**src/sv/assert_macros.svh**
```systemverilog
`ifndef ASSERT_MACROS_SVH
`define ASSERT_MACROS_SVH

// property checks clocked on clk and held off while rst is high

// same-cycle implication
`define ASSERT_IMPLIES(label, ante, cons, msg) \
  label: assert property (@(posedge clk) disable iff (rst) (ante) |-> (cons)) \
    else $error(msg);

// next-cycle implication
`define ASSERT_NEXT(label, ante, cons, msg) \
  label: assert property (@(posedge clk) disable iff (rst) (ante) |=> (cons)) \
    else $error(msg);

`endif

```
**src/sv/csf_pkg.sv**
```systemverilog
`timescale 1ns / 1ps
`default_nettype none

package csf_pkg;

  // field widths
  localparam int SAMPLE_W  = 12;
  localparam int DB_W      = 11;
  localparam int GAIN_W    = 16;
  localparam int GAIN_FRAC = 8;
  localparam int LIMIT_W   = 20;
  localparam int CUR_W     = 21;

  // averaging window, length must be a power of two
  localparam int WINDOW_LEN = 8;
  localparam int WIN_SHIFT  = $clog2(WINDOW_LEN);
  localparam int Q_W        = CUR_W - WIN_SHIFT;

  // consecutive overcurrent samples before a trip
  localparam int TRIP_COUNT = 50;
  localparam int CNT_W      = $clog2(TRIP_COUNT + 1);

  // configuration port
  localparam int CFG_IDX_W  = 2;
  localparam int CFG_DATA_W = LIMIT_W;

  localparam logic [CFG_IDX_W-1:0] REG_ZERO_OFFSET   = 2'd0;
  localparam logic [CFG_IDX_W-1:0] REG_DEAD_BAND     = 2'd1;
  localparam logic [CFG_IDX_W-1:0] REG_GAIN          = 2'd2;
  localparam logic [CFG_IDX_W-1:0] REG_CURRENT_LIMIT = 2'd3;

  typedef struct packed {
    logic signed [SAMPLE_W-1:0] zero_offset;
    logic [DB_W-1:0]            dead_band;
    logic [GAIN_W-1:0]          gain;
    logic [LIMIT_W-1:0]         current_limit;
  } cfg_t;

  // filter and trip outcome of one sample
  typedef struct packed {
    logic signed [CUR_W-1:0] filt;
    logic                    trip;
    logic                    flag;
  } win_res_t;

endpackage

`default_nettype wire

```
**src/sv/csf_scale.sv**
```systemverilog
`timescale 1ns / 1ps
`default_nettype none

module csf_scale (
  input  wire logic signed [csf_pkg::SAMPLE_W-1:0] sample,
  input  wire csf_pkg::cfg_t                       cfg,
  output logic signed [csf_pkg::CUR_W-1:0]         current_now
);
  import csf_pkg::*;

  logic signed [SAMPLE_W:0] diff;
  logic signed [SAMPLE_W:0] db_s;
  logic signed [SAMPLE_W:0] cored;
  logic signed [SAMPLE_W:0] abs_cored;
  logic                     neg;
  logic [SAMPLE_W-1:0]      mag;
  logic [SAMPLE_W+GAIN_W-1:0] prod;
  logic [CUR_W-2:0]         scaled;

  always_comb begin
    diff = {sample[SAMPLE_W-1], sample} - {cfg.zero_offset[SAMPLE_W-1], cfg.zero_offset};
    db_s = signed'({{(SAMPLE_W + 1 - DB_W){1'b0}}, cfg.dead_band});

    // deadband pulls toward zero
    if (diff > db_s) begin
      cored = diff - db_s;
    end else if (diff < -db_s) begin
      cored = diff + db_s;
    end else begin
      cored = '0;
    end

    neg       = cored[SAMPLE_W];
    abs_cored = neg ? -cored : cored;
    mag       = abs_cored[SAMPLE_W-1:0];

    // q8.8 gain on the magnitude, fraction dropped
    prod   = mag * cfg.gain;
    scaled = prod[GAIN_FRAC +: CUR_W-1];

    current_now = neg ? -signed'({1'b0, scaled}) : signed'({1'b0, scaled});
  end

endmodule

`default_nettype wire

```
**src/sv/csf_window.sv**
```systemverilog
`timescale 1ns / 1ps
`default_nettype none

module csf_window (
  input  wire logic                         clk,
  input  wire logic                         rst,
  input  wire logic                         upd,
  input  wire logic signed [csf_pkg::CUR_W-1:0] current_now,
  input  wire logic [csf_pkg::LIMIT_W-1:0]  current_limit,
  output csf_pkg::win_res_t                 res
);
  import csf_pkg::*;

  // window holds truncated eighths, sum is their running total
  logic signed [Q_W-1:0]   quot [WINDOW_LEN];
  logic signed [CUR_W-1:0] sum;
  logic [CNT_W-1:0]        over_count;
  logic                    sticky_over;

  logic signed [CUR_W-1:0] biased;
  logic signed [CUR_W-1:0] q_full;
  logic signed [Q_W-1:0]   q_new;
  logic signed [CUR_W-1:0] sum_next;
  logic [CUR_W-1:0]        filt_mag;
  logic                    over;
  logic [CNT_W-1:0]        over_count_next;
  logic                    sticky_over_next;
  logic                    trip_next;

  always_comb begin
    // divide toward zero: bias negatives before the shift
    biased   = current_now +
               signed'({{(CUR_W - WIN_SHIFT){1'b0}}, {WIN_SHIFT{current_now[CUR_W-1]}}});
    q_full   = biased >>> WIN_SHIFT;
    q_new    = q_full[Q_W-1:0];
    sum_next = sum + {{WIN_SHIFT{q_new[Q_W-1]}}, q_new}
                   - {{WIN_SHIFT{quot[0][Q_W-1]}}, quot[0]};

    filt_mag = sum_next[CUR_W-1] ? unsigned'(-sum_next) : unsigned'(sum_next);
    over     = filt_mag > {1'b0, current_limit};

    over_count_next  = over_count;
    sticky_over_next = sticky_over;
    trip_next        = 1'b0;
    if (current_limit != '0) begin
      over_count_next = over ? over_count + 1'b1 : '0;
      if (over_count_next == CNT_W'(TRIP_COUNT)) begin
        trip_next        = 1'b1;
        sticky_over_next = 1'b1;
        over_count_next  = '0;
      end
    end

    res.filt = sum_next;
    res.trip = trip_next;
    res.flag = sticky_over_next;
  end

  always_ff @(posedge clk) begin
    if (rst) begin
      for (int i = 0; i < WINDOW_LEN; i++) begin
        quot[i] <= '0;
      end
      sum         <= '0;
      over_count  <= '0;
      sticky_over <= 1'b0;
    end else if (upd) begin
      for (int i = 0; i < WINDOW_LEN - 1; i++) begin
        quot[i] <= quot[i+1];
      end
      quot[WINDOW_LEN-1] <= q_new;
      sum         <= sum_next;
      over_count  <= over_count_next;
      sticky_over <= sticky_over_next;
    end
  end

endmodule

`default_nettype wire

```
**src/sv/current_sense_filter_overcurrent_trip_core.sv**
```systemverilog
`timescale 1ns / 1ps
`default_nettype none
`include "assert_macros.svh"

// motor current sense filter with overcurrent trip
// input channel: in_valid/in_ready with one signed 12-bit adc sample per transfer
// output channel: out_valid/out_ready with the scaled current, the 8-sample
// average, a one-shot trip bit and the sticky overcurrent flag
// config channel: cfg_valid/cfg_ready, cfg_index picks zero_offset, dead_band,
// gain or current_limit; cfg_ready is always high, write only while idle
// pipeline: input register, scale stage (offset, deadband, 12x16 multiply),
// then the window update into the output register
// path: a sample accepted into the input register moves on to the scaled current
// register and then to the output register, where out_valid presents it
// throughput: one sample per cycle while out_ready does not hold the output, as
// the window keeps a running sum (add newest eighth, drop oldest)
// stall: each stage holds while the next one is full and stalled; bubbles
// still fill, so in_ready drops only once all three stages hold data
// reset: window, running sum, trip counter and sticky flag clear, registers
// return to offset 0, deadband 0, gain 1.0, limit 0 (checking off)
module current_sense_filter_overcurrent_trip_core (
  input  wire logic                              clk,
  input  wire logic                              rst,
  // sample channel
  input  wire logic                              in_valid,
  output logic                                   in_ready,
  input  wire logic signed [csf_pkg::SAMPLE_W-1:0] sample,
  // result channel
  output logic                                   out_valid,
  input  wire logic                              out_ready,
  output logic signed [csf_pkg::CUR_W-1:0]       current_now,
  output logic signed [csf_pkg::CUR_W-1:0]       current_filtered,
  output logic                                   trip,
  output logic                                   overcurrent_flag,
  // register write channel
  input  wire logic                              cfg_valid,
  output logic                                   cfg_ready,
  input  wire logic [csf_pkg::CFG_IDX_W-1:0]     cfg_index,
  input  wire logic [csf_pkg::CFG_DATA_W-1:0]    cfg_data
);
  import csf_pkg::*;

  cfg_t cfg;

  // stage 1: captured sample
  logic                       v1;
  logic signed [SAMPLE_W-1:0] sample_q;
  // stage 2: scaled current
  logic                       v2;
  logic signed [CUR_W-1:0]    now_q;

  logic signed [CUR_W-1:0]    now_comb;
  win_res_t                   res;

  logic adv1;
  logic adv2;
  logic adv3;
  logic upd;

  // each stage moves when its successor is empty or moving
  assign adv3     = !out_valid || out_ready;
  assign adv2     = !v2 || adv3;
  assign adv1     = !v1 || adv2;
  assign in_ready = adv1;
  assign upd      = v2 && adv3;

  assign cfg_ready = 1'b1;

  // register file
  always_ff @(posedge clk) begin
    if (rst) begin
      cfg.zero_offset   <= '0;
      cfg.dead_band     <= '0;
      cfg.gain          <= GAIN_W'(256);
      cfg.current_limit <= '0;
    end else if (cfg_valid && cfg_ready) begin
      unique case (cfg_index)
        REG_ZERO_OFFSET:   cfg.zero_offset   <= cfg_data[SAMPLE_W-1:0];
        REG_DEAD_BAND:     cfg.dead_band     <= cfg_data[DB_W-1:0];
        REG_GAIN:          cfg.gain          <= cfg_data[GAIN_W-1:0];
        REG_CURRENT_LIMIT: cfg.current_limit <= cfg_data[LIMIT_W-1:0];
        default: ;
      endcase
    end
  end

  // input register
  always_ff @(posedge clk) begin
    if (rst) begin
      v1 <= 1'b0;
    end else if (adv1) begin
      v1 <= in_valid;
    end
    if (in_valid && adv1) begin
      sample_q <= sample;
    end
  end

  csf_scale u_scale (
    .sample      (sample_q),
    .cfg         (cfg),
    .current_now (now_comb)
  );

  // scaled current register
  always_ff @(posedge clk) begin
    if (rst) begin
      v2 <= 1'b0;
    end else if (adv2) begin
      v2 <= v1;
    end
    if (v1 && adv2) begin
      now_q <= now_comb;
    end
  end

  csf_window u_window (
    .clk           (clk),
    .rst           (rst),
    .upd           (upd),
    .current_now   (now_q),
    .current_limit (cfg.current_limit),
    .res           (res)
  );

  // output register, loaded together with the window update
  always_ff @(posedge clk) begin
    if (rst) begin
      out_valid        <= 1'b0;
      overcurrent_flag <= 1'b0;
      trip             <= 1'b0;
    end else begin
      if (adv3) begin
        out_valid <= v2;
      end
      if (upd) begin
        trip             <= res.trip;
        overcurrent_flag <= res.flag;
      end
    end
    if (upd) begin
      current_now      <= now_q;
      current_filtered <= res.filt;
    end
  end

  // a trip always shows the flag set
  `ASSERT_IMPLIES(a_trip_sets_flag, out_valid && trip, overcurrent_flag, "trip without flag")
  // no trip while checking is disabled
  `ASSERT_IMPLIES(a_trip_needs_limit, upd && res.trip, cfg.current_limit != '0, "trip with limit zero")
  // the flag stays set until reset
  `ASSERT_IMPLIES(a_flag_sticky, !$past(rst) && $past(overcurrent_flag), overcurrent_flag, "flag cleared")
  // a stalled result keeps its window outcome
  `ASSERT_NEXT(a_out_hold, out_valid && !out_ready, $stable(current_filtered) && $stable(trip), "result changed under stall")

endmodule

`default_nettype wire
```
**config.mk**
```make
export PLATFORM = sky130hd
export DESIGN_NAME = current_sense_filter_overcurrent_trip_core
export DESIGN_NICKNAME = d
export VERILOG_FILES = /design/src/sv/csf_pkg.sv /design/src/sv/csf_scale.sv /design/src/sv/csf_window.sv /design/src/sv/current_sense_filter_overcurrent_trip_core.sv
export VERILOG_INCLUDE_DIRS = /design/src /design/src/sv
export SDC_FILE = /design/constraint.sdc
export NUM_CORES = 1
export LEC_CHECK = 0
export BUFFER_PORTS_ARGS = -buffer_cell sky130_fd_sc_hd__buf_2
export CAP_MARGIN = 20
export CORE_UTILIZATION = 56
export CTS_CLUSTER_DIAMETER = 30
export DETAILED_ROUTE_END_ITERATION = 16
export PLACE_DENSITY = 0.76
export SLEW_MARGIN = 10
export SYNTH_ARGS = -nofsm -noshare
export SYNTH_HDL_FRONTEND = slang
export SYNTH_SLANG_ARGS = --single-unit
```
**constraint.sdc**
```tcl
create_clock -name clk -period 14.9 [get_ports clk]
set_input_delay 4.47 -clock clk [delete_from_list [all_inputs] [get_ports clk]]
set_output_delay 4.47 -clock clk [all_outputs]
set_load 0.05 [all_outputs]
```
==> metrics <==
I/O pins=between 80 and 90; FFs w/ async S/R, synth=0; first-pass GRT wire length=around 93,000 um; Core Util, Final=0.645; core box area=slightly above 40,000 um2; worst-margin pin slew=~1.0 ns; WHS=between 0.4 and 0.5 ns; post-synth top area share=0.285; global route hottest layer=met2; router iterations before antenna repair=5; worst hold path type=reg2reg; met3 usage=0.0447; Synth Cell Area=between 20,000 and 25,000 um2; Max-Cap Viols=0; Startpoint Class=register; EDFF count, synth=219; r2r endpoint=now_q[19]; fin cells=a little over 3,000; share of post-route cells with drive strength above 1=0.0998; final WL=between 50,000 and 60,000 um; Root Buffer=clkbuf_16; power per cell area=about 230 nW/um2; static leakage=0.0112 uW; post-synth net total=between 2,000 and 3,000; top post-synthesis cells by count=301 x inv_1, 277 x nand2_1, 219 x edfxtp_1; WHS Endpoint=trip; Core Rows=74; Layout area overhead=13.8%; Via density=between 5 and 6; met1 global-route usage=0.380; Crit Path Category=reg2reg; status=complete, no violations; DP Worst Slack=about 1.5 ns; Clock Latency Late Sink=0.60 ns; crit-path max cell delay=around 0.75 ns; final setup margin=approximately 1.5 ns; fin. max-slew vios=0; H-tree levels=2; Synth Instances=approximately 2,400; # setup viols final=0; Post-synth top flop=edfxtp_1; Critical-path top delay cell=nor2_1; Top delay family on crit path=compound AO/OA/AOI/OAI gates; CTS sink cnt=310; met2 track demand over resource=0.461; min Tclk post-route=13.37 ns; Hold Path Cell Cnt=2; Worst EP required=15.23 ns; post-synth top area cell=edfxtp_1; crit-path most repeated cell=fa_1; hold path start=trip; post-CTS setup buffer count=0; Critical R2R Launch=sample_q[0]; I/O Buffers=84; final hold violation count=0; worst rel slew slack=0.322; antenna cells=0; initial antenna violation count=2; Setup TNS=0 ns; Final ANT Viol Nets=0; total number of vias=17,400; largest net degree at the start of global routing=114; Num CTS Buffers=60; Avg Cell Area, Syn=9.73 um2; drt wl/cell=around 19 um; Seq/Total Area, Yosys=0.364; drt drc=0; critical path arrival=around 14 ns; R2R Setup Slk=1.53 ns; dominant cells by area after synthesis=edfxtp_1 28%, fa_1 14%, ha_1 8.4%; Crit Path Max Fanout=16; Worst Clk Skew=approximately 0.046 ns; highest clock rate=between 0.07 and 0.08 GHz; Worst Setup End Kind=register; # resized after CTS=0; CP bufs+invs=5; deepest clock path buffer count=3; Syn. warnings=0; reg2reg path depth=42; gpl congestion=between 0.9 and 1; Post-CTS Hold Buffers=0; # placed instances=2,923; dpl hpwl=between 40,000 and 50,000 um; global route overflow=0; DIE AREA=between 40,000 and 50,000 um2; count leader, synth=inv_1; clk slew on worst S/H paths=roughly 0.050 ns; Die W=just over 200 um; Peak VDD IR=roughly 0.00014 V; Die Span Y=around 210 um; Synth Register Bits=310; Tcrit/Tclk final=0.897; Total GRT Usage=0.282; # nets final=2,810; RSZ-0062 raised after global routing=no; Unique masters post-synth=90; initial core utilization=0.567; number of global-route vias before repair=about 18,000; DRT iter0 DRCs=approximately 1,400; TritonCTS clock tree=built
==> area by class of cell <==
class | count | area (um2)
fillers | 3201 | 14500
multi-input cells | 1668 | 13200
flip-flops and latches | 310 | 8400
clock buffers | 70 | 1620
inverters | 304 | 1150
well taps | 532 | 666
repair buffers | 110 | 616
clock inverters | 44 | 614
==> metal layers <==
| metal | wire length, um | vias up |
|---|---|---|
| met3 | 3730 | 104 |
| met1 | 24800 | 8636 |
| met4 | 1650 | 0 |
| met2 | 27400 | 563 |
| met5 | 0 | - |
| li1 | - | 8128 |
==> worst register-to-register path: cells and delay by family, from the launching register on <==
family                     cells  cell delay, ns
AOI/OAI and AO/OA             17            4.71
adders and majority gates      9            4.08
and+or+nand+nor                7            2.30
xor gates and xnor gates       4            1.33
DFF                            1            0.35
buffers and inverters          5            0.34
==> metrics by stage <==
step | power, uW | area, um2
finish | 6160 | 26300
global route | 6600 | 26300
CTS | 6130 | 26300
detailed placement | 4630 | 24000
global placement | 4550 | 24000
floorplan | 3680 | 23100
==> report_power, final <==
part           leakage (uW)  switching, uW  internal, uW  total [uW]
Clock               0.00106            474           979        1450
Combinational       0.00716           2220          1310        3530
Sequential          0.00295           64.1          1110        1170
==> worst max-delay path by stage <==
stage                            from        end  depth (start not counted)
after floorplan           sample_q[0]  now_q[20]                         46
after global placement    sample_q[0]  now_q[20]                         44
after detailed placement  sample_q[0]  now_q[20]                         44
after CTS                 sample_q[0]  now_q[19]                         43
after global routing      sample_q[0]  now_q[19]                         42
final                     sample_q[0]  now_q[19]                         42
==> cell usage in the layout, fill, tap and decap left out, types with 9 or more instances in the layout <==
cell type   netlist  routed
nand3_1          26      26
nor2_1          124     123
edfxtp_1        219     219
buf_4             2      26
clkinvlp_4        0       9
buf_2             7      83
a211oi_1          9       9
clkbuf_16         0      62
o21ai_0          47      47
dfxtp_1          91      91
nor3_1           33      33
and2_1          160     160
o211ai_1         16      16
o21bai_1         15      15
xor2_1           44      42
o21a_1           18      18
nand4_1          20      20
mux2i_1          13      13
a21oi_1         155     155
ha_1            155     155
a21o_1           27      27
nor4_1           13      13
fa_1            162     162
a31oi_1          10      10
xnor2_1          79      79
bufinv_16         0      11
nor2b_1          71      71
o31ai_1          16      16
nand2b_1         30      30
nand2_1         277     277
inv_1           301     300
==> kinds of logic (layout without fill, tap and decap cells) <==
group	after synthesis	in the layout	share of synthesized area
fa+ha+maj	318	318	0.225
flops	310	310	0.364
other cells	1	1	0.000162
simple gates	813	813	0.178
mux	13	13	0.00564
xor+xnor	123	123	0.0467
compound gates	400	400	0.115
buf+inv	395	528	0.0649
==> sequential cells by signal, indices dropped and copies added, names as in the netlist, 6 cells and up <==
name                 flops
cfg                     59
current_filtered        21
current_now             21
now_q                   21
sample_q                12
u_window.over_count      6
u_window.quot          144
u_window.sum            21
Power figures use the tool's default switching activity.
